--- config.mk ---
export PLATFORM = sky130hd
export DESIGN_NAME = json_token_lexer
export DESIGN_NICKNAME = d
export VERILOG_FILES = /design/src/rtl/jtl_pkg.sv /design/src/rtl/json_token_lexer.sv /design/src/rtl/jtl_step.sv /design/src/rtl/jtl_out_buf.sv
export SDC_FILE = /design/constraint.sdc
export NUM_CORES = 1
export LEC_CHECK = 0
export ABC_AREA = 1
export BUFFER_PORTS_ARGS = -buffer_cell sky130_fd_sc_hd__buf_2
export CAP_MARGIN = 20
export CORE_MARGIN = 3
export CORE_UTILIZATION = 45
export CTS_CLUSTER_DIAMETER = 120
export DETAILED_ROUTE_END_ITERATION = 6
export GPL_ROUTABILITY_DRIVEN = 0
export HOLD_SLACK_MARGIN = 0.05
export MAX_ROUTING_LAYER = met4
export SYNTH_ARGS = -nofsm -noshare
export SYNTH_HDL_FRONTEND = slang
export SYNTH_SLANG_ARGS = --single-unit
--- constraint.sdc ---
create_clock -name clk -period 13.32 [get_ports clk]
set_clock_uncertainty 0.05 [all_clocks]
set_input_delay 1.998 -clock clk [delete_from_list [all_inputs] [get_ports clk]]
set_output_delay 1.998 -clock clk [all_outputs]
set_load 0.01 [all_outputs]
--- src/rtl/jtl_pkg.sv ---
// Shared types, codes and lookup functions for the JSON token lexer.
// No dependencies; used by every module of the block.
`default_nettype none

package jtl_pkg;

    localparam int NRES = 3;

    // input opcodes
    localparam logic OP_BYTE = 1'b0;
    localparam logic OP_END  = 1'b1;

    // token kinds
    localparam logic [3:0] KIND_LBRACE = 4'd0;
    localparam logic [3:0] KIND_RBRACE = 4'd1;
    localparam logic [3:0] KIND_LBRACK = 4'd2;
    localparam logic [3:0] KIND_RBRACK = 4'd3;
    localparam logic [3:0] KIND_COLON  = 4'd4;
    localparam logic [3:0] KIND_COMMA  = 4'd5;
    localparam logic [3:0] KIND_STRING = 4'd6;
    localparam logic [3:0] KIND_NUMBER = 4'd7;
    localparam logic [3:0] KIND_BOOL   = 4'd8;
    localparam logic [3:0] KIND_NULL   = 4'd9;
    localparam logic [3:0] KIND_ERROR  = 4'd10;

    // error codes
    localparam logic [3:0] ERR_NONE       = 4'd0;
    localparam logic [3:0] ERR_END        = 4'd1;
    localparam logic [3:0] ERR_ESCAPE     = 4'd2;
    localparam logic [3:0] ERR_DOT        = 4'd3;
    localparam logic [3:0] ERR_EXPONENT   = 4'd4;
    localparam logic [3:0] ERR_EXP_EMPTY  = 4'd5;
    localparam logic [3:0] ERR_LONE_MINUS = 4'd6;
    localparam logic [3:0] ERR_LEAD_ZERO  = 4'd7;
    localparam logic [3:0] ERR_UNEXPECTED = 4'd8;

    // keyword selectors
    localparam logic [1:0] KW_TRUE  = 2'd0;
    localparam logic [1:0] KW_FALSE = 2'd1;
    localparam logic [1:0] KW_NULL  = 2'd2;

    // characters
    localparam logic [7:0] CH_NUL    = 8'h00;
    localparam logic [7:0] CH_BEL    = 8'h07;
    localparam logic [7:0] CH_BS     = 8'h08;
    localparam logic [7:0] CH_TAB    = 8'h09;
    localparam logic [7:0] CH_LF     = 8'h0A;
    localparam logic [7:0] CH_VT     = 8'h0B;
    localparam logic [7:0] CH_FF     = 8'h0C;
    localparam logic [7:0] CH_CR     = 8'h0D;
    localparam logic [7:0] CH_SPACE  = 8'h20;
    localparam logic [7:0] CH_QUOTE  = 8'h22;
    localparam logic [7:0] CH_PLUS   = 8'h2B;
    localparam logic [7:0] CH_COMMA  = 8'h2C;
    localparam logic [7:0] CH_MINUS  = 8'h2D;
    localparam logic [7:0] CH_DOT    = 8'h2E;
    localparam logic [7:0] CH_0      = 8'h30;
    localparam logic [7:0] CH_9      = 8'h39;
    localparam logic [7:0] CH_COLON  = 8'h3A;
    localparam logic [7:0] CH_E_UP   = 8'h45;
    localparam logic [7:0] CH_LBRACK = 8'h5B;
    localparam logic [7:0] CH_BSLASH = 8'h5C;
    localparam logic [7:0] CH_RBRACK = 8'h5D;
    localparam logic [7:0] CH_A_LO   = 8'h61;
    localparam logic [7:0] CH_B_LO   = 8'h62;
    localparam logic [7:0] CH_E_LO   = 8'h65;
    localparam logic [7:0] CH_F_LO   = 8'h66;
    localparam logic [7:0] CH_L_LO   = 8'h6C;
    localparam logic [7:0] CH_N_LO   = 8'h6E;
    localparam logic [7:0] CH_R_LO   = 8'h72;
    localparam logic [7:0] CH_S_LO   = 8'h73;
    localparam logic [7:0] CH_T_LO   = 8'h74;
    localparam logic [7:0] CH_U_LO   = 8'h75;
    localparam logic [7:0] CH_V_LO   = 8'h76;
    localparam logic [7:0] CH_LBRACE = 8'h7B;
    localparam logic [7:0] CH_RBRACE = 8'h7D;

    typedef enum logic [4:0] {
        MODE_IDLE = 5'b00001,
        MODE_STR  = 5'b00010,
        MODE_ESC  = 5'b00100,
        MODE_KEY  = 5'b01000,
        MODE_NUM  = 5'b10000
    } mode_t;

    typedef struct packed {
        mode_t      mode;
        logic       halted;
        logic [1:0] kw_which;
        logic [2:0] kw_pos;
        logic       seen_dec;
        logic       seen_exp;
        logic [7:0] prev_char;
        logic [1:0] num_len;
        logic [7:0] first_char;
        logic       lz_bad;
        logic       held_dot;
    } lex_state_t;

    typedef struct packed {
        logic [3:0] kind;
        logic       has_char;
        logic [7:0] ch;
        logic       last;
        logic [3:0] err;
    } result_t;

    function automatic result_t mk_res(logic [3:0] kind, logic has_char, logic [7:0] ch,
                                       logic last, logic [3:0] err);
        result_t r;
        r.kind     = kind;
        r.has_char = has_char;
        r.ch       = ch;
        r.last     = last;
        r.err      = err;
        return r;
    endfunction

    function automatic lex_state_t clear_number(lex_state_t s);
        lex_state_t t;
        t            = s;
        t.seen_dec   = 1'b0;
        t.seen_exp   = 1'b0;
        t.prev_char  = 8'h00;
        t.num_len    = 2'd0;
        t.first_char = 8'h00;
        t.lz_bad     = 1'b0;
        t.held_dot   = 1'b0;
        return t;
    endfunction

    function automatic lex_state_t fail_state(lex_state_t s);
        lex_state_t t;
        t        = clear_number(s);
        t.halted = 1'b1;
        t.mode   = MODE_IDLE;
        t.kw_pos = 3'd0;
        return t;
    endfunction

    function automatic lex_state_t reset_state();
        lex_state_t t;
        t      = '0;
        t.mode = MODE_IDLE;
        return t;
    endfunction

    function automatic logic is_exp(logic [7:0] c);
        return (c == CH_E_LO) || (c == CH_E_UP);
    endfunction

    // {valid, translated character}
    function automatic logic [8:0] esc_map(logic [7:0] c);
        logic [8:0] r;
        unique case (c)
            CH_QUOTE:  r = {1'b1, CH_QUOTE};
            CH_BSLASH: r = {1'b1, CH_BSLASH};
            CH_N_LO:   r = {1'b1, CH_LF};
            CH_T_LO:   r = {1'b1, CH_TAB};
            CH_R_LO:   r = {1'b1, CH_CR};
            CH_B_LO:   r = {1'b1, CH_BS};
            CH_F_LO:   r = {1'b1, CH_FF};
            CH_V_LO:   r = {1'b1, CH_VT};
            CH_A_LO:   r = {1'b1, CH_BEL};
            CH_0:      r = {1'b1, CH_NUL};
            default:   r = 9'd0;
        endcase
        return r;
    endfunction

    function automatic logic [2:0] kw_len(logic [1:0] w);
        return (w == KW_FALSE) ? 3'd5 : 3'd4;
    endfunction

    function automatic logic [7:0] kw_char(logic [1:0] w, logic [2:0] p);
        logic [7:0] r;
        unique case ({w, p})
            {KW_TRUE, 3'd0}:  r = CH_T_LO;
            {KW_TRUE, 3'd1}:  r = CH_R_LO;
            {KW_TRUE, 3'd2}:  r = CH_U_LO;
            {KW_TRUE, 3'd3}:  r = CH_E_LO;
            {KW_FALSE, 3'd0}: r = CH_F_LO;
            {KW_FALSE, 3'd1}: r = CH_A_LO;
            {KW_FALSE, 3'd2}: r = CH_L_LO;
            {KW_FALSE, 3'd3}: r = CH_S_LO;
            {KW_FALSE, 3'd4}: r = CH_E_LO;
            {KW_NULL, 3'd0}:  r = CH_N_LO;
            {KW_NULL, 3'd1}:  r = CH_U_LO;
            {KW_NULL, 3'd2}:  r = CH_L_LO;
            {KW_NULL, 3'd3}:  r = CH_L_LO;
            default:          r = 8'h00;
        endcase
        return r;
    endfunction

endpackage

`default_nettype wire

--- src/rtl/json_token_lexer.sv ---
// JSON token lexer top level: input register, lexer state, step logic and
// result buffer. Depends on jtl_pkg, jtl_step and jtl_out_buf.
//
// Takes one JSON text byte (or an end-of-text marker) per input transaction
// and gives token results on the output stream, one result per transaction,
// tlast on the final result of each token or on an error. An input byte is
// registered and then lexed into a three-entry result buffer once the buffer
// is free; its first result is offered from the buffer's registers. A byte
// gives at most three results and the buffer hands out one a cycle while
// m_axis_tready is high: bytes that give zero or one result then flow at one
// per cycle, and a byte that gives more results stalls the input until the
// buffer is down to its final result, plus every cycle in which
// m_axis_tready is low. s_axis_tready follows m_axis_tready combinationally
// while the buffer holds its final result.
// After an error no results appear until the end-of-text marker.
`default_nettype none

module json_token_lexer (
    input  wire         clk,
    input  wire         rst_n,
    input  wire         s_axis_tvalid,
    output logic        s_axis_tready,
    input  wire  [7:0]  s_axis_tdata,   // [7:0] text_byte
    input  wire         s_axis_tuser,   // [0] opcode
    output logic        m_axis_tvalid,
    input  wire         m_axis_tready,
    output logic [15:0] m_axis_tdata,   // [7:0] char_out, [11:8] error_code, [15:12] zero
    output logic [4:0]  m_axis_tuser,   // [3:0] token_kind, [4] has_char
    output logic        m_axis_tlast
);

    logic                in_valid_reg, in_valid_next;
    logic                in_op_reg;
    logic [7:0]          in_byte_reg;
    jtl_pkg::lex_state_t lex_state_reg, lex_state_next;
    jtl_pkg::result_t    step_res [jtl_pkg::NRES];
    logic [1:0]          step_cnt;
    jtl_pkg::result_t    out_res;
    logic                buf_free;
    logic                proc;
    logic                s_hs;

    assign proc          = in_valid_reg && buf_free;
    assign s_axis_tready = !in_valid_reg || proc;
    assign s_hs          = s_axis_tvalid && s_axis_tready;

    always_comb begin
        in_valid_next = in_valid_reg;
        if (s_hs) in_valid_next = 1'b1;
        else if (proc) in_valid_next = 1'b0;
    end

    always_ff @(posedge clk or negedge rst_n)
    begin
        if (!rst_n) begin
            in_valid_reg  <= 1'b0;
            lex_state_reg <= jtl_pkg::reset_state();
        end else begin
            in_valid_reg <= in_valid_next;
            if (proc) lex_state_reg <= lex_state_next;
        end
    end

    always_ff @(posedge clk)
    begin
        if (s_hs) begin
            in_op_reg   <= s_axis_tuser;
            in_byte_reg <= s_axis_tdata;
        end
    end

    jtl_step u_step (
        .cur   (lex_state_reg),
        .op    (in_op_reg),
        .c     (in_byte_reg),
        .nxt   (lex_state_next),
        .res   (step_res),
        .n_res (step_cnt)
    );

    jtl_out_buf u_out_buf (
        .clk       (clk),
        .rst_n     (rst_n),
        .load      (proc),
        .load_cnt  (step_cnt),
        .load_res  (step_res),
        .out_ready (m_axis_tready),
        .out_valid (m_axis_tvalid),
        .out_res   (out_res),
        .free      (buf_free)
    );

    assign m_axis_tdata = {4'b0000, out_res.err, out_res.ch};
    assign m_axis_tuser = {out_res.has_char, out_res.kind};
    assign m_axis_tlast = out_res.last;

endmodule

`default_nettype wire

--- src/rtl/jtl_step.sv ---
// Lexer step logic: next lexer state and up to three results for one item.
// Depends on jtl_pkg.
`default_nettype none

module jtl_step (
    input  wire jtl_pkg::lex_state_t cur,
    input  wire                      op,
    input  wire  [7:0]               c,
    output jtl_pkg::lex_state_t      nxt,
    output jtl_pkg::result_t         res [jtl_pkg::NRES],
    output logic [1:0]               n_res
);

    always_comb begin
        jtl_pkg::lex_state_t s;
        logic [1:0] n;
        logic       do_close;
        logic       do_idle;
        logic       do_ext;
        logic       is_end;
        logic       dig;
        logic       c_exp;
        logic       sign_ok;
        logic [8:0] esc;
        logic [1:0] w;
        logic [2:0] len;
        logic [2:0] p;

        s        = cur;
        n        = 2'd0;
        do_close = 1'b0;
        do_idle  = 1'b0;
        do_ext   = 1'b0;
        is_end   = (op == jtl_pkg::OP_END);
        dig      = (c >= jtl_pkg::CH_0) && (c <= jtl_pkg::CH_9);
        c_exp    = jtl_pkg::is_exp(c);
        esc      = jtl_pkg::esc_map(c);
        w        = (cur.kw_which == 2'd3) ? jtl_pkg::KW_TRUE : cur.kw_which;
        len      = jtl_pkg::kw_len(w);
        p        = (cur.kw_pos < len) ? cur.kw_pos : 3'd0;
        sign_ok  = ((c == jtl_pkg::CH_MINUS) || (c == jtl_pkg::CH_PLUS)) &&
                   ((cur.num_len == 2'd0) || jtl_pkg::is_exp(cur.prev_char));
        for (int i = 0; i < jtl_pkg::NRES; i++) res[i] = '0;

        if (is_end) begin
            if (!cur.halted) begin
                unique case (cur.mode)
                    jtl_pkg::MODE_STR, jtl_pkg::MODE_ESC:
                    begin
                        res[n] = jtl_pkg::mk_res(jtl_pkg::KIND_ERROR, 1'b0, 8'h00, 1'b1,
                                                 jtl_pkg::ERR_END);
                        n = n + 2'd1;
                    end
                    jtl_pkg::MODE_KEY:
                    begin
                        res[n] = jtl_pkg::mk_res(jtl_pkg::KIND_ERROR, 1'b0, 8'h00, 1'b1,
                                                 jtl_pkg::ERR_UNEXPECTED);
                        n = n + 2'd1;
                    end
                    jtl_pkg::MODE_NUM: do_close = 1'b1;
                    default: ;
                endcase
            end
        end else if (!cur.halted) begin
            unique case (cur.mode)
                jtl_pkg::MODE_STR:
                begin
                    if (c == jtl_pkg::CH_QUOTE) begin
                        res[n] = jtl_pkg::mk_res(jtl_pkg::KIND_STRING, 1'b0, 8'h00, 1'b1,
                                                 jtl_pkg::ERR_NONE);
                        n = n + 2'd1;
                        s.mode = jtl_pkg::MODE_IDLE;
                    end else if (c == jtl_pkg::CH_BSLASH) begin
                        s.mode = jtl_pkg::MODE_ESC;
                    end else begin
                        res[n] = jtl_pkg::mk_res(jtl_pkg::KIND_STRING, 1'b1, c, 1'b0,
                                                 jtl_pkg::ERR_NONE);
                        n = n + 2'd1;
                    end
                end
                jtl_pkg::MODE_ESC:
                begin
                    if (!esc[8]) begin
                        res[n] = jtl_pkg::mk_res(jtl_pkg::KIND_ERROR, 1'b0, 8'h00, 1'b1,
                                                 jtl_pkg::ERR_ESCAPE);
                        n = n + 2'd1;
                        s = jtl_pkg::fail_state(s);
                    end else begin
                        res[n] = jtl_pkg::mk_res(jtl_pkg::KIND_STRING, 1'b1, esc[7:0], 1'b0,
                                                 jtl_pkg::ERR_NONE);
                        n = n + 2'd1;
                        s.mode = jtl_pkg::MODE_STR;
                    end
                end
                jtl_pkg::MODE_KEY:
                begin
                    if ((p == 3'd0) || (c != jtl_pkg::kw_char(w, p))) begin
                        res[n] = jtl_pkg::mk_res(jtl_pkg::KIND_ERROR, 1'b0, 8'h00, 1'b1,
                                                 jtl_pkg::ERR_UNEXPECTED);
                        n = n + 2'd1;
                        s = jtl_pkg::fail_state(s);
                    end else if ((p + 3'd1) == len) begin
                        res[n] = jtl_pkg::mk_res(
                            (w == jtl_pkg::KW_NULL) ? jtl_pkg::KIND_NULL : jtl_pkg::KIND_BOOL,
                            1'b1, jtl_pkg::kw_char(w, 3'd0), 1'b1, jtl_pkg::ERR_NONE);
                        n = n + 2'd1;
                        s.mode   = jtl_pkg::MODE_IDLE;
                        s.kw_pos = 3'd0;
                    end else begin
                        s.kw_pos = p + 3'd1;
                    end
                end
                jtl_pkg::MODE_NUM:
                begin
                    if (dig || (c == jtl_pkg::CH_DOT) || c_exp || sign_ok) do_ext = 1'b1;
                    else do_close = 1'b1;
                end
                default: do_idle = 1'b1;
            endcase
        end

        // number close, at end of text or on a byte that cannot continue it
        if (do_close) begin
            if (jtl_pkg::is_exp(s.prev_char)) begin
                res[n] = jtl_pkg::mk_res(jtl_pkg::KIND_ERROR, 1'b0, 8'h00, 1'b1,
                                         jtl_pkg::ERR_EXP_EMPTY);
                n = n + 2'd1;
                s = jtl_pkg::fail_state(s);
            end else if (s.prev_char == jtl_pkg::CH_MINUS) begin
                res[n] = jtl_pkg::mk_res(jtl_pkg::KIND_ERROR, 1'b0, 8'h00, 1'b1,
                                         jtl_pkg::ERR_LONE_MINUS);
                n = n + 2'd1;
                s = jtl_pkg::fail_state(s);
            end else if (s.lz_bad) begin
                res[n] = jtl_pkg::mk_res(jtl_pkg::KIND_ERROR, 1'b0, 8'h00, 1'b1,
                                         jtl_pkg::ERR_LEAD_ZERO);
                n = n + 2'd1;
                s = jtl_pkg::fail_state(s);
            end else begin
                if (s.held_dot) begin
                    res[n] = jtl_pkg::mk_res(jtl_pkg::KIND_NUMBER, 1'b1, jtl_pkg::CH_DOT,
                                             1'b0, jtl_pkg::ERR_NONE);
                    n = n + 2'd1;
                end
                res[n] = jtl_pkg::mk_res(jtl_pkg::KIND_NUMBER, 1'b0, 8'h00, 1'b1,
                                         jtl_pkg::ERR_NONE);
                n = n + 2'd1;
                s.mode = jtl_pkg::MODE_IDLE;
                s = jtl_pkg::clear_number(s);
                do_idle = !is_end;
            end
        end

        // byte between tokens
        if (do_idle) begin
            s.mode = jtl_pkg::MODE_IDLE;
            case (c) inside
                jtl_pkg::CH_SPACE, jtl_pkg::CH_TAB, jtl_pkg::CH_LF,
                jtl_pkg::CH_VT, jtl_pkg::CH_FF, jtl_pkg::CH_CR: ;
                jtl_pkg::CH_LBRACE:
                begin
                    res[n] = jtl_pkg::mk_res(jtl_pkg::KIND_LBRACE, 1'b1, c, 1'b1,
                                             jtl_pkg::ERR_NONE);
                    n = n + 2'd1;
                end
                jtl_pkg::CH_RBRACE:
                begin
                    res[n] = jtl_pkg::mk_res(jtl_pkg::KIND_RBRACE, 1'b1, c, 1'b1,
                                             jtl_pkg::ERR_NONE);
                    n = n + 2'd1;
                end
                jtl_pkg::CH_LBRACK:
                begin
                    res[n] = jtl_pkg::mk_res(jtl_pkg::KIND_LBRACK, 1'b1, c, 1'b1,
                                             jtl_pkg::ERR_NONE);
                    n = n + 2'd1;
                end
                jtl_pkg::CH_RBRACK:
                begin
                    res[n] = jtl_pkg::mk_res(jtl_pkg::KIND_RBRACK, 1'b1, c, 1'b1,
                                             jtl_pkg::ERR_NONE);
                    n = n + 2'd1;
                end
                jtl_pkg::CH_COLON:
                begin
                    res[n] = jtl_pkg::mk_res(jtl_pkg::KIND_COLON, 1'b1, c, 1'b1,
                                             jtl_pkg::ERR_NONE);
                    n = n + 2'd1;
                end
                jtl_pkg::CH_COMMA:
                begin
                    res[n] = jtl_pkg::mk_res(jtl_pkg::KIND_COMMA, 1'b1, c, 1'b1,
                                             jtl_pkg::ERR_NONE);
                    n = n + 2'd1;
                end
                jtl_pkg::CH_QUOTE: s.mode = jtl_pkg::MODE_STR;
                jtl_pkg::CH_T_LO:
                begin
                    s.kw_which = jtl_pkg::KW_TRUE;
                    s.kw_pos   = 3'd1;
                    s.mode     = jtl_pkg::MODE_KEY;
                end
                jtl_pkg::CH_F_LO:
                begin
                    s.kw_which = jtl_pkg::KW_FALSE;
                    s.kw_pos   = 3'd1;
                    s.mode     = jtl_pkg::MODE_KEY;
                end
                jtl_pkg::CH_N_LO:
                begin
                    s.kw_which = jtl_pkg::KW_NULL;
                    s.kw_pos   = 3'd1;
                    s.mode     = jtl_pkg::MODE_KEY;
                end
                [jtl_pkg::CH_0 : jtl_pkg::CH_9], jtl_pkg::CH_MINUS, jtl_pkg::CH_DOT:
                begin
                    s = jtl_pkg::clear_number(s);
                    s.mode = jtl_pkg::MODE_NUM;
                    do_ext = 1'b1;
                end
                default:
                begin
                    res[n] = jtl_pkg::mk_res(jtl_pkg::KIND_ERROR, 1'b0, 8'h00, 1'b1,
                                             jtl_pkg::ERR_UNEXPECTED);
                    n = n + 2'd1;
                    s = jtl_pkg::fail_state(s);
                end
            endcase
        end

        // number continues with this byte
        if (do_ext) begin
            if ((c == jtl_pkg::CH_DOT) && (s.seen_dec || s.seen_exp)) begin
                res[n] = jtl_pkg::mk_res(jtl_pkg::KIND_ERROR, 1'b0, 8'h00, 1'b1,
                                         jtl_pkg::ERR_DOT);
                n = n + 2'd1;
                s = jtl_pkg::fail_state(s);
            end else if (c_exp && s.seen_exp) begin
                res[n] = jtl_pkg::mk_res(jtl_pkg::KIND_ERROR, 1'b0, 8'h00, 1'b1,
                                         jtl_pkg::ERR_EXPONENT);
                n = n + 2'd1;
                s = jtl_pkg::fail_state(s);
            end else begin
                if (s.held_dot) begin
                    if (dig) begin
                        res[n] = jtl_pkg::mk_res(jtl_pkg::KIND_NUMBER, 1'b1, jtl_pkg::CH_0,
                                                 1'b0, jtl_pkg::ERR_NONE);
                        n = n + 2'd1;
                    end
                    res[n] = jtl_pkg::mk_res(jtl_pkg::KIND_NUMBER, 1'b1, jtl_pkg::CH_DOT,
                                             1'b0, jtl_pkg::ERR_NONE);
                    n = n + 2'd1;
                    s.held_dot = 1'b0;
                end
                if (c == jtl_pkg::CH_DOT) s.seen_dec = 1'b1;
                if (c_exp) s.seen_exp = 1'b1;
                if ((s.num_len == 2'd1) && (s.first_char == jtl_pkg::CH_0) &&
                    (c != jtl_pkg::CH_DOT))
                    s.lz_bad = 1'b1;
                // a dot that opens the number waits to see whether a zero goes in front
                if ((c == jtl_pkg::CH_DOT) && ((s.num_len == 2'd0) ||
                    ((s.num_len == 2'd1) && (s.first_char == jtl_pkg::CH_MINUS)))) begin
                    s.held_dot = 1'b1;
                end else begin
                    res[n] = jtl_pkg::mk_res(jtl_pkg::KIND_NUMBER, 1'b1, c, 1'b0,
                                             jtl_pkg::ERR_NONE);
                    n = n + 2'd1;
                end
                if (s.num_len == 2'd0) s.first_char = c;
                if (s.num_len != 2'd3) s.num_len = s.num_len + 2'd1;
                s.prev_char = c;
            end
        end

        if (is_end) s = jtl_pkg::reset_state();

        nxt   = s;
        n_res = n;
    end

endmodule

`default_nettype wire

--- src/rtl/jtl_out_buf.sv ---
// Result buffer: holds the results of one item and hands them out one per
// transaction on the master side. Depends on jtl_pkg.
`default_nettype none

module jtl_out_buf (
    input  wire                     clk,
    input  wire                     rst_n,
    input  wire                     load,
    input  wire  [1:0]              load_cnt,
    input  wire jtl_pkg::result_t   load_res [jtl_pkg::NRES],
    input  wire                     out_ready,
    output logic                    out_valid,
    output jtl_pkg::result_t        out_res,
    output logic                    free
);

    jtl_pkg::result_t rbuf_reg [jtl_pkg::NRES];
    logic [1:0]       rem_reg, rem_next;
    logic [1:0]       rd_reg, rd_next;

    assign out_valid = (rem_reg != 2'd0);
    assign out_res   = rbuf_reg[rd_reg];
    // room for a fresh item when empty, or once the last waiting result goes this cycle
    assign free      = (rem_reg == 2'd0) || ((rem_reg == 2'd1) && out_ready);

    always_comb begin
        rem_next = rem_reg;
        rd_next  = rd_reg;
        if (load) begin
            rem_next = load_cnt;
            rd_next  = 2'd0;
        end else if (out_valid && out_ready) begin
            rem_next = rem_reg - 2'd1;
            rd_next  = rd_reg + 2'd1;
        end
    end

    always_ff @(posedge clk or negedge rst_n)
    begin
        if (!rst_n) begin
            rem_reg <= 2'd0;
            rd_reg  <= 2'd0;
        end else begin
            rem_reg <= rem_next;
            rd_reg  <= rd_next;
        end
    end

    always_ff @(posedge clk)
    begin
        if (load) begin
            for (int i = 0; i < jtl_pkg::NRES; i++) rbuf_reg[i] <= load_res[i];
        end
    end

endmodule

`default_nettype wire

==> Word-level counts from Yosys, hierarchy flattened <==
Memories as Yosys holds them, arrays and structs flattened.
Index checks and enable logic that the tools add are counted.
{ "op_classes": {"n_lt_le_gt_ge": 15, "n_eq_ne": 47, "mux": 232, "n_bitwise": 36, "n_addsub": 10, "n_reduce_logical": 46} }
{ "op_table": {"columns": ["cell", "n"], "rows": [
  ["$mux 54", 35],
  ["$bwmux 54", 7],
  ["$mux 33", 9],
  ["$mux 22", 13],
  ["$mux 18", 13],
  ["$demux 18 s2", 6],
  ["$eq 8x7->1 const B", 18],
  ["$mux 5", 27],
  ["$and 42x42->42", 3],
  ["$not 42->42", 3],
  ["$and 39x39->39", 3],
  ["$not 39->39", 3],
  ["$mux 2", 46],
  ["$pmux 9 s10", 1],
  ["$eq 8x6->1 const B", 11],
  ["$and 36x36->36", 2],
  ["$not 36->36", 2],
  ["$and 30x30->30", 2],
  ["$not 30->30", 2],
  ["$mux 1", 56],
  ["$mux 28", 2],
  ["$pmux 28 s2", 1],
  ["$pmux 18 s3", 1],
  ["$or 24x24->24", 2],
  ["other kinds (41)", 118]
]} }
{ "word_totals": {"input_bits": 13, "out_inout_bits": 24, "word_cells": 404, "n_memories": 2, "romBits": 224, "mem_bits_rw": 54, "register_bits": 47} }
{ "mem_list": {"columns": ["name", "words", "word_bits", "read_ports", "rd_clocked_by_memory_dff", "wr", "line_no", "rtl"], "rows": [
  ["(name not given)", 32, 7, 1, 0, 0, "jtl_pkg.sv:177", "unique case ({w, p})"],
  ["u_out_buf.rbuf_reg", 3, 18, 1, 0, 3, "jtl_out_buf.sv:17", "jtl_pkg::result_t rbuf_reg [jtl_pkg::NRES];"]
]} }

==> Depth between registers and ports, before layout <==
Gate-level depths: netlist of run 1.
An unclocked memory read counts as a cell.
{ "depth": {"ltp_word": 63, "depth_mapped": 40, "ltp_nobuf": 40} }

==> By module <==
Synthesis of run 1 repeated with hierarchy kept, for this count alone.
{ "hier_totals": {"cells_unflattened": 1203, "hier_area_um2": 8389.3} }
{ "modules_own_cells": {"columns": ["mod", "n_inst", "seq_area_each_um2", "area_each_um2", "cells_each"], "rows": [
  ["jtl_step", 1, 0.0, 4420.5, 874],
  ["jtl_out_buf", 1, 1721.7, 2232.1, 164],
  ["json_token_lexer", 1, 1122.3, 1736.7, 165]
]} }

==> Worst setup path after synthesis of run 1 <==
Ideal clock, no wire load.
{ "synth_path": {"path_type": "register -> register", "from": "register lex_state_reg[24] in the netlist's numbering", "to": "memory u_out_buf.rbuf_reg[0][10] in the netlist's numbering, data pin", "synth_period_minus_slack_ns": 5.381, "t_required_ns": 13.017, "setup_ns": 0.253, "path_stages_with_launch": 38, "n_path_buf": 1, "t_arrival_ns": 5.078, "slack_ns": 7.939, "cell_sequence": "dfrtp_1 -> nor2_1 -> inv_1 -> ha_1 -> nand2_1 -> nand4_1 -> nand3_1 -> nand2_1 -> nor2_1 -> nand3_1 -> nor2_1 -> nand3_2 -> nand2_4 -> inv_1 -> nor2_1 -> inv_1 -> ha_1 -> inv_1 -> [2 not listed] -> inv_1 -> ha_1 -> inv_1 -> nand2_1 -> nand3_2 -> inv_2 -> ha_1 -> o21ai_0 -> inv_1 -> ha_1 -> o21ai_2 -> ha_1 -> nand2_1 -> buf_2 -> o21ai_1 -> nand2_1 -> nand2_1 -> nand2_1"} }
{ "synth_lines": {"columns": ["element", "line_no", "rtl"], "rows": [
  ["start, declared", "json_token_lexer.sv:35", "jtl_pkg::lex_state_t lex_state_reg, lex_state_next;"],
  ["start signal, assigned", "json_token_lexer.sv:57", "lex_state_reg <= jtl_pkg::reset_state();"],
  ["start signal, assigned", "json_token_lexer.sv:60", "if (proc) lex_state_reg <= lex_state_next;"],
  ["end, declared", "jtl_out_buf.sv:17", null]
]} }

==> results of run 1 <==
## cell families after synthesis
group	count (synthesis)	share of synthesized area, %
and+or+nand+nor	504	29.4
AOI/OAI and AO/OA	270	19.9
buffers and inverters	203	10.4
DFF	100	35.6
adders and majority gates	29	4.59
xor gates and xnor gates	1	0.111
other	1	0.0474
## power by group through the flow
stage	combinational (uW)	clock, uW	sequential [uW]
2_1_floorplan	429	0	477
3_3_place_gp	573	0	519
3_5_place_dp	577	0	520
4_1_cts	580	281	514
5_1_grt	651	291	525
6_report	581	277	515
## path summary, 6_finish.rpt
kind | startpoint | to | slack [ps] | depth (start not counted)
max | lex_state_reg[26]$_DFFE_PN0P_ | u_out_buf.rbuf_reg[0][4]$_DFFE_PP_ | 6990 | 37
min | lex_state_reg[8]$_DFFE_PN0P_ | lex_state_reg[8]$_DFFE_PN0P_ | 490 | 2
max reg2reg | lex_state_reg[26]$_DFFE_PN0P_ | u_out_buf.rbuf_reg[0][4]$_DFFE_PP_ | 6990 | 37
min reg2reg | lex_state_reg[8]$_DFFE_PN0P_ | lex_state_reg[8]$_DFFE_PN0P_ | 490 | 2
max in group asynchronous | rst_n | lex_state_reg[10]$_DFFE_PN0P_ | 10890 | 1
min in group asynchronous | rst_n | u_out_buf.rd_reg[1]$_DFFE_PN0P_ | 1720 | 1
## tightest hold or removal path, stage by stage, from the launching register on
cell and delay (ps):
dfrtp_1 390, nand2_1 70, o31ai_1 50
## synthesized netlist by cell type, types with 3 or more instances
cell type  instances
nor4_1             7
nand2_1          227
nand2_2           16
o2111ai_1          3
o21ai_1           17
nor2_2            12
ha_1              29
nand2_4            6
nor2_1           127
a21oi_1           76
o21ai_0          104
a31oi_1            7
o211ai_1           9
inv_2             23
a22oi_1            3
and3_1             3
nand3_1           56
clkbuf_1          14
dfrtp_1           37
o31ai_1            5
nand4_1            9
o221ai_1           4
edfxtp_1          62
buf_4              9
nor3_2             3
o22ai_1           22
nand3b_1           4
nor3_1            20
inv_1            144
buf_2              8
nand3_2            4
## metal layers
| metal | vias up | share of wire [%] | track usage (%) |
|---|---|---|---|
| met5 | - | 0 | - |
| met4 | 0 | 3.3 | 9.20 |
| met3 | 66 | 7.4 | 4.10 |
| met2 | 360 | 45 | 42.3 |
| met1 | 3663 | 44 | 37.1 |
| li1 | 3751 | - | - |
## final cells by class
cell class / instances / area (um2) / share of cell area [%]
Clock buffer: 9 / 225 / 2.64
Clock inverter: 7 / 87.6 / 1.03
Inverter: 169 / 637 / 7.48
Multi-Input combinational cell: 810 / 4300 / 50.4
Sequential cell: 100 / 2810 / 33.0
Tap cell: 220 / 275 / 3.23
Timing Repair Buffer: 35 / 183 / 2.14
## cell usage in the layout (no fill, tap or decap), types with 17 or more instances in the layout
cell        n
o21ai_1    17
edfxtp_1   62
a21oi_1    76
o22ai_1    22
inv_1     144
nor2_1    126
nand2_1   227
nor3_1     20
nand3_1    56
ha_1       29
inv_2      23
dfrtp_1    37
o21ai_0   104
buf_2      32
## through the flow
| step | setup WS, ps | utilization (%) | power (uW) | cell area (um2) |
|---|---|---|---|---|
| after CTS | 7090 | 50.5 | 1370 | 8520 |
| after global routing | 6340 | 50.5 | 1470 | 8520 |
| after floorplan | 7940 | - | 907 | 7930 |
| final | 6990 | 50.5 | 1370 | 8520 |
| after detailed placement | 7110 | 48.6 | 1100 | 8210 |
| after global placement | 7290 | 48.6 | 1090 | 8210 |
==> results.sh, run 1 <==
export IMPL_coreArea_um2=16900
export IMPL_dr_pass1_iters=7
export IMPL_dp_cells=1334
export IMPL_fin_cells=1350
export IMPL_leakage_uw=0.00374
export IMPL_start_util_pct=46.9
export IMPL_yosys_area_top_type_share_pct=23.5
export IMPL_first_iter_violations=883
export IMPL_die_area_um2=19200
export IMPL_num_nets_final=1167
export IMPL_powerDensity_nw_per_um2=161
export IMPL_yosysSeqAreaShare_pct=35.6
export IMPL_synthArstFlopShare_pct=38.0
export IMPL_post_cts_buffers=0
export IMPL_ys_ff_latch=100
export IMPL_synth_area_leaders="edfxtp_1, dfrtp_1, nand2_1"
export IMPL_routed_wl_um=25600
export IMPL_syn_cell_area_um2=7910
export IMPL_antenna_found_initial=0
export IMPL_internal_power_uw=761
export IMPL_swShare_pct=44.6
export IMPL_worstMarginPinSlew_ps=951
export IMPL_drv_cap=0
export IMPL_largest_reg_flops=53
export IMPL_synth_main_ff_cell="edfxtp_1"
export IMPL_hp_class="flip-flop to flip-flop"
export IMPL_ios=37
export IMPL_drive_gt1_share_pct=12.0
export IMPL_period_minus_slack_ps=6330
export IMPL_holdWs_ps=490
export IMPL_syn2layout_area_growth_pct=7.72
export IMPL_place_hpwl_um=19400
export IMPL_clock_fmax_ghz=0.158
export IMPL_min_period_over_period_pct=47.5
export IMPL_via_per_inst=5.81
export IMPL_p_clk_share_pct=20.2
export IMPL_syn_inst=1108
export IMPL_fillers=1715
export IMPL_finalMaxSlewViolations=0
export IMPL_clock_path_buffers=2
export IMPL_wire_per_inst_um=19.0
export IMPL_crit_type="flip-flop to flip-flop"
export IMPL_slowest_delay_ps=410
export IMPL_crit_path_end_kind="flip-flop"
export IMPL_p_comb_share_pct=42.3
export IMPL_cts_buffers_inserted=9
export IMPL_ys_types=62
export IMPL_cp_arrival_ps=6390
export IMPL_grt_total_usage_pct=27.4
export IMPL_start_kind="flip-flop"
export IMPL_ctsHoldBuffers=0
export IMPL_clk_pin_slew_ps=80
export IMPL_path_max_fanout=11
export IMPL_htree_levels=3
export IMPL_clock_latency_ps=370
export IMPL_vdd_drop_max_v=0.000118
export IMPL_hold_violations=0
export IMPL_tritoncts="yes"
export IMPL_portBuffers=32
export IMPL_critPathBufInv=9
export IMPL_tns_ps=0
export IMPL_grt_max_degree=81
export IMPL_yosys_area_top_type="edfxtp_1"
export IMPL_die_h_um=139
export IMPL_setup_viol=0
export IMPL_crit_top_cell="inv_1"
export IMPL_num_antenna_cells=0
export IMPL_synth_edf_count=62
export IMPL_grt_overflow=0
export IMPL_status="complete, no violations"
export IMPL_cts_root_buf="clkbuf_16"
export IMPL_cts_resized=0
export IMPL_power_switching_uw=613
export IMPL_vias=7840
export IMPL_grt_setup_unrepaired="false"
export IMPL_cp_slowest_cell="dfrtp_1"
export IMPL_power_frac_seq_pct=37.5
export IMPL_cpLargestDelayFamily="simple AND/OR/NAND/NOR gates"
export IMPL_grt_pass1_wl_um=41100
export IMPL_remaining_drc_errors=0
export IMPL_yosys_warnings=0
export IMPL_rows=47
export IMPL_die_w_um=139
export IMPL_drtAntennaViolNets=0
export IMPL_slew_limit_headroom_pct=36.0
export IMPL_clock_sinks=100
export IMPL_cp_required_ps=13390
export IMPL_first_global_vias=7372
export IMPL_synth_avg_cell_area_um2=7.14
Note: power is estimated with default switching activity, not from simulation.
==> run 2: changes to the inputs <==
==> constraint.sdc (replaced) <==
create_clock -name clk -period 5.7 [get_ports clk]
set_clock_uncertainty 0.05 [all_clocks]
set_input_delay 0.855 -clock clk [delete_from_list [all_inputs] [get_ports clk]]
set_output_delay 0.855 -clock clk [all_outputs]
set_load 0.01 [all_outputs]
==> run 2 against run 1 <==
Critical path depth grew 3. Non-clock buffer count grew 47. Design area rose by 5.2%. Power grew 140%. Highest routed layer unchanged.
==> results.sh, run 2 (same netlist as run 1, synthesis figures left out) <==
export IMPL_p_comb_share_pct=46.1
export IMPL_die_w_um=139
export IMPL_p_clk_share_pct=18.5
export IMPL_drtAntennaViolNets=0
export IMPL_top_usage_layer="met2"
export IMPL_swShare_pct=45.0
export IMPL_cp_slowest_cell="dfrtp_1"
export IMPL_grt_total_usage_pct=27.3
export IMPL_finalMaxSlewViolations=0
export IMPL_drive_gt1_share_pct=17.8
export IMPL_fillers=1732
export IMPL_final_area_um2=8960
export IMPL_cp_required_ps=5890
export IMPL_crit_top_cell="nand2_1"
export IMPL_clock_fmax_ghz=0.190
export IMPL_cp_arrival_ps=5450
export IMPL_cts_buffers_inserted=9
export IMPL_period_minus_slack_ps=5260
export IMPL_clk_pin_slew_ps=80
export IMPL_slowest_delay_ps=400
export IMPL_post_route_util_pct=53.1
export IMPL_holdWs_ps=464
export IMPL_grt_pass1_wl_um=40800
export IMPL_grt_max_degree=81
export IMPL_dpl_instance_area_um2=8480
export IMPL_rows=47
export IMPL_power_frac_seq_pct=35.3
export IMPL_htree_levels=3
export IMPL_internal_power_uw=1810
export IMPL_vdd_drop_max_v=0.000304
export IMPL_coreArea_um2=16900
export IMPL_antenna_found_initial=1
export IMPL_grt_overflow=0
export IMPL_portBuffers=32
export IMPL_syn2layout_area_growth_pct=13.3
export IMPL_layout_common_cells="nand2_1, inv_1, nor2_1"
export IMPL_wire_per_inst_um=18.7
export IMPL_die_h_um=139
export IMPL_largest_reg_flops=53
export IMPL_via_per_inst=5.73
export IMPL_place_hpwl_um=19900
export IMPL_drv_cap=0
export IMPL_status="complete, no violations"
export IMPL_cts_root_buf="clkbuf_16"
export IMPL_hp_class="flip-flop to flip-flop"
export IMPL_layout_commonest_cell="nand2_1"
export IMPL_start_util_pct=46.9
export IMPL_r2r_setup_slack_ps=440
export IMPL_routed_wl_um=26100
export IMPL_start_kind="flip-flop"
export IMPL_worstMarginPinSlew_ps=987
export IMPL_clock_latency_ps=360
export IMPL_powerDensity_nw_per_um2=368
export IMPL_crit_type="flip-flop to flip-flop"
export IMPL_clock_sinks=100
export IMPL_slew_limit_headroom_pct=34.2
export IMPL_crit_path_end_kind="flip-flop"
export IMPL_first_global_vias=7242
export IMPL_die_area_um2=19200
export IMPL_dp_cells=1370
export IMPL_ios=37
export IMPL_leakage_uw=0.00396
export IMPL_met3_usage_pct=4.48
export IMPL_setup_viol=0
export IMPL_vias=8006
export IMPL_remaining_drc_errors=0
export IMPL_power_switching_uw=1480
export IMPL_hold_violations=0
export IMPL_ctsHoldBuffers=0
export IMPL_min_period_over_period_pct=92.3
export IMPL_tritoncts="yes"
export IMPL_met2_usage_pct=42.1
export IMPL_dr_pass1_iters=6
export IMPL_num_nets_final=1214
export IMPL_path_max_fanout=7
export IMPL_clock_path_buffers=2
export IMPL_first_iter_violations=793
export IMPL_grt_util_met1_pct=36.6
export IMPL_fin_cells=1398
==> run 2: worst paths after layout <==
kind	start	endpoint	cells after the start
hold reg to reg	lex_state_reg[8]$_DFFE_PN0P_	lex_state_reg[8]$_DFFE_PN0P_	2
min in group asynchronous	rst_n	u_out_buf.rd_reg[1]$_DFFE_PN0P_	1
hold / removal	lex_state_reg[8]$_DFFE_PN0P_	lex_state_reg[8]$_DFFE_PN0P_	2
setup reg to reg	lex_state_reg[26]$_DFFE_PN0P_	u_out_buf.rbuf_reg[2][10]$_DFFE_PP_	40
setup / recovery	lex_state_reg[26]$_DFFE_PN0P_	u_out_buf.rbuf_reg[2][10]$_DFFE_PP_	40
max in group asynchronous	rst_n	lex_state_reg[24]$_DFFE_PN0P_	1
==> run 2: repair_timing <==
item | 4_1_cts | 5_1_grt
gates resized for setup | 0 | 34
endpoints found under the setup margin | 0 | 38
setup buffers | 0 | 11
endpoints found under the hold margin | 0 | 0
==> run 2: critical path: cells and delay by family (launching register included) <==
family	cells	cell delay (ps)
AND/OR/NAND/NOR	19	1830
adder cells (fa/ha/maj)	6	1440
flip-flops	1	400
AO/OA/AOI/OAI	5	630
buffers and inverters	10	790
==> run 2: power by group through the flow <==
stage               registers (uW)  logic (uW)  clock network [uW]
finish                        1160        1520                 610
global route                  1180        1690                 645
CTS                           1160        1460                 621
detailed placement            1180        1450                   0
global placement              1180        1450                   0
floorplan                     1120        1000                   0
==> run 2: final cells by class <==
type,count,area (um2),share of cell area (%)
clock inverter,7,55.1,0.615
tap,220,275,3.07
inverter,169,637,7.11
multi-input combinational,810,4410,49.3
clock buffer,9,225,2.51
antenna,1,2.50,0.0279
timing repair buffer,82,536,5.98
sequential,100,2820,31.4
==> run 2: metrics by stage <==
step	power, uW	setup TNS [ps]	setup slack, ps
2_1_floorplan	2120	0	319
3_3_place_gp	2620	0	191
3_5_place_dp	2630	0	34.2
4_1_cts	3240	0	0.140
5_1_grt	3520	-3.10	-3.10
6_report	3290	0	437
==> run 2: routing by layer <==
layer | up-vias | share of wire (%)
li1 | 3843 | -
met1 | 3711 | 43
met2 | 380 | 46
met3 | 72 | 7.4
met4 | 0 | 3.4
met5 | - | 0
==> run 3: changes to the inputs <==
==> constraint.sdc (replaced) <==
create_clock -name clk -period 5.7 [get_ports clk]
set_clock_uncertainty 0.05 [all_clocks]
set_input_delay 0.285 -clock clk [delete_from_list [all_inputs] [get_ports clk]]
set_output_delay 0.285 -clock clk [all_outputs]
set_load 0.01 [all_outputs]
==> run 3 against run 2 <==
Via count shrank 0.14%. First-iteration DRC count shrank 2.5%. Global-route usage grew 0.11 points. Setup slack lost 3.1 ps. Non-clock buffer count grew 10. Clock power is essentially flat. Combinational power is essentially flat. Core utilization grew 0.59 points. Design area grew 1.1%. Register-to-register slack is essentially flat.
==> results.sh, run 3 (same netlist as run 1, synthesis figures left out) <==
export IMPL_r2r_end="u_out_buf.rbuf_reg[2][10]$_DFFE_PP_"
export IMPL_crit_type="flip-flop to flip-flop"
export IMPL_clock_sinks=100
export IMPL_grt_overflow=0
export IMPL_grt_total_usage_pct=27.4
export IMPL_first_global_vias=7299
export IMPL_drtAntennaViolNets=0
export IMPL_status="complete, no violations"
export IMPL_post_route_util_pct=53.7
export IMPL_hold_violations=0
export IMPL_hp_class="input port to flip-flop"
export IMPL_cp_required_ps=5890
export IMPL_r2r_setup_slack_ps=430
export IMPL_internal_power_uw=1820
export IMPL_routed_wl_um=26100
export IMPL_worstMarginPinSlew_ps=972
export IMPL_min_period_over_period_pct=92.4
export IMPL_cp_arrival_ps=5450
export IMPL_dr_pass1_iters=5
export IMPL_crit_top_cell="nand2_1"
export IMPL_cp_slowest_cell="dfrtp_1"
export IMPL_first_iter_violations=773
export IMPL_vias=7995
export IMPL_grt_pass1_wl_um=40900
export IMPL_slowest_delay_ps=400
export IMPL_ios=37
export IMPL_finalMaxSlewViolations=0
export IMPL_num_nets_final=1224
export IMPL_setup_viol=0
export IMPL_start_util_pct=46.9
export IMPL_die_h_um=139
export IMPL_grt_max_degree=81
export IMPL_coreArea_um2=16900
export IMPL_swShare_pct=44.8
export IMPL_die_area_um2=19200
export IMPL_remaining_drc_errors=0
export IMPL_syn2layout_area_growth_pct=14.5
export IMPL_powerDensity_nw_per_um2=363
export IMPL_layout_common_cells="nand2_1, inv_1, nor2_1"
export IMPL_largest_reg_flops=53
export IMPL_vdd_drop_max_v=0.000300
export IMPL_path_max_fanout=7
export IMPL_layout_commonest_cell="nand2_1"
export IMPL_power_uw=3290
export IMPL_rows=47
export IMPL_wire_per_inst_um=18.5
export IMPL_cts_root_buf="clkbuf_16"
export IMPL_clock_path_buffers=2
export IMPL_tritoncts="yes"
export IMPL_start_kind="flip-flop"
export IMPL_min_to="in_valid_reg$_DFFE_PN0P_"
export IMPL_leakage_uw=0.00400
export IMPL_reg2reg_from="lex_state_reg[26]$_DFFE_PN0P_"
export IMPL_htree_levels=3
export IMPL_portBuffers=32
export IMPL_place_hpwl_um=19900
export IMPL_drive_gt1_share_pct=17.7
export IMPL_power_switching_uw=1480
export IMPL_clk_pin_slew_ps=80
export IMPL_p_comb_share_pct=46.1
export IMPL_crit_path_end_kind="flip-flop"
export IMPL_worstHoldStart="s_axis_tvalid"
export IMPL_reg2reg_depth=40
export IMPL_drv_cap=0
export IMPL_clock_fmax_ghz=0.190
export IMPL_slew_limit_headroom_pct=35.2
export IMPL_power_frac_seq_pct=35.3
export IMPL_clock_latency_ps=360
export IMPL_cts_buffers_inserted=9
export IMPL_period_minus_slack_ps=5270
export IMPL_via_per_inst=5.68
export IMPL_die_w_um=139
export IMPL_antenna_found_initial=1
export IMPL_hold_depth=3
export IMPL_p_clk_share_pct=18.5
-- run 3: power by group through the flow --
stage | Combinational, uW | Clock, uW | Sequential [uW]
2_1_floorplan | 1000 | 0 | 1120
3_3_place_gp | 1450 | 0 | 1180
3_5_place_dp | 1450 | 0 | 1180
4_1_cts | 1470 | 621 | 1160
5_1_grt | 1700 | 645 | 1180
6_report | 1520 | 609 | 1160
-- run 3: layer usage --
layer	GRT usage, %	up-vias	share of wire, %
met3	4.48	75	6.7
met5	-	-	0
met1	36.7	3723	43
li1	-	3863	-
met4	9.36	0	3.9
met2	42.4	334	46
-- run 3: critical path: cells and delay by family, from the launching register on --
kind | cells | cell delay (ps)
simple gates | 19 | 1830
flops | 1 | 400
compound gates | 5 | 630
fa+ha+maj | 6 | 1440
buf+inv | 10 | 790
-- run 3: final cells by class --
cell class | instances | area (um2)
Timing Repair Buffer | 92 | 636
Clock inverter | 7 | 55.1
Inverter | 169 | 637
Sequential cell | 100 | 2820
Tap cell | 220 | 275
Clock buffer | 9 | 225
Fill cell | 1722 | 7820
Antenna cell | 1 | 2.50
Multi-Input combinational cell | 810 | 4410
-- run 3: worst max-delay path by stage --
stage | start | slack (ps) | to | depth (start not counted)
after global routing | lex_state_reg[26]$_DFFE_PN0P_ | -3 | u_out_buf.rbuf_reg[2][10]$_DFFE_PP_ | 41
final | lex_state_reg[26]$_DFFE_PN0P_ | 430 | u_out_buf.rbuf_reg[2][10]$_DFFE_PP_ | 40
after floorplan | lex_state_reg[24]$_DFFE_PN0P_ | 320 | u_out_buf.rbuf_reg[0][10]$_DFFE_PP_ | 37
after global placement | lex_state_reg[26]$_DFFE_PN0P_ | 190 | u_out_buf.rbuf_reg[0][7]$_DFFE_PP_ | 36
after detailed placement | lex_state_reg[26]$_DFFE_PN0P_ | 30 | u_out_buf.rbuf_reg[0][11]$_DFFE_PP_ | 35
after CTS | lex_state_reg[26]$_DFFE_PN0P_ | 0.1 | u_out_buf.rbuf_reg[0][11]$_DFFE_PP_ | 35
-- run 3: through the flow --
stage                     std cells  cell area (um2)  TNS [ps]  hold WS [ps]  setup WS [ps]
after floorplan                1113             7930         0         -60.6            319
after global placement         1370             8480         0           409            191
after detailed placement       1370             8480         0           413           34.2
after CTS                      1396             8860         0           140          0.140
after global routing           1408             9060     -3.28           174          -3.28
final                          1408             9060         0           149            434
-- run 3: what timing repair did --
| item | CTS | global route |
|---|---|---|
| setup endpoints to repair | 0 | 38 |
| endpoints found under the hold margin | 46 | 0 |
| hold buffers | 10 | 0 |
| buffers inserted | 0 | 11 |
| resized for setup | 0 | 34 |
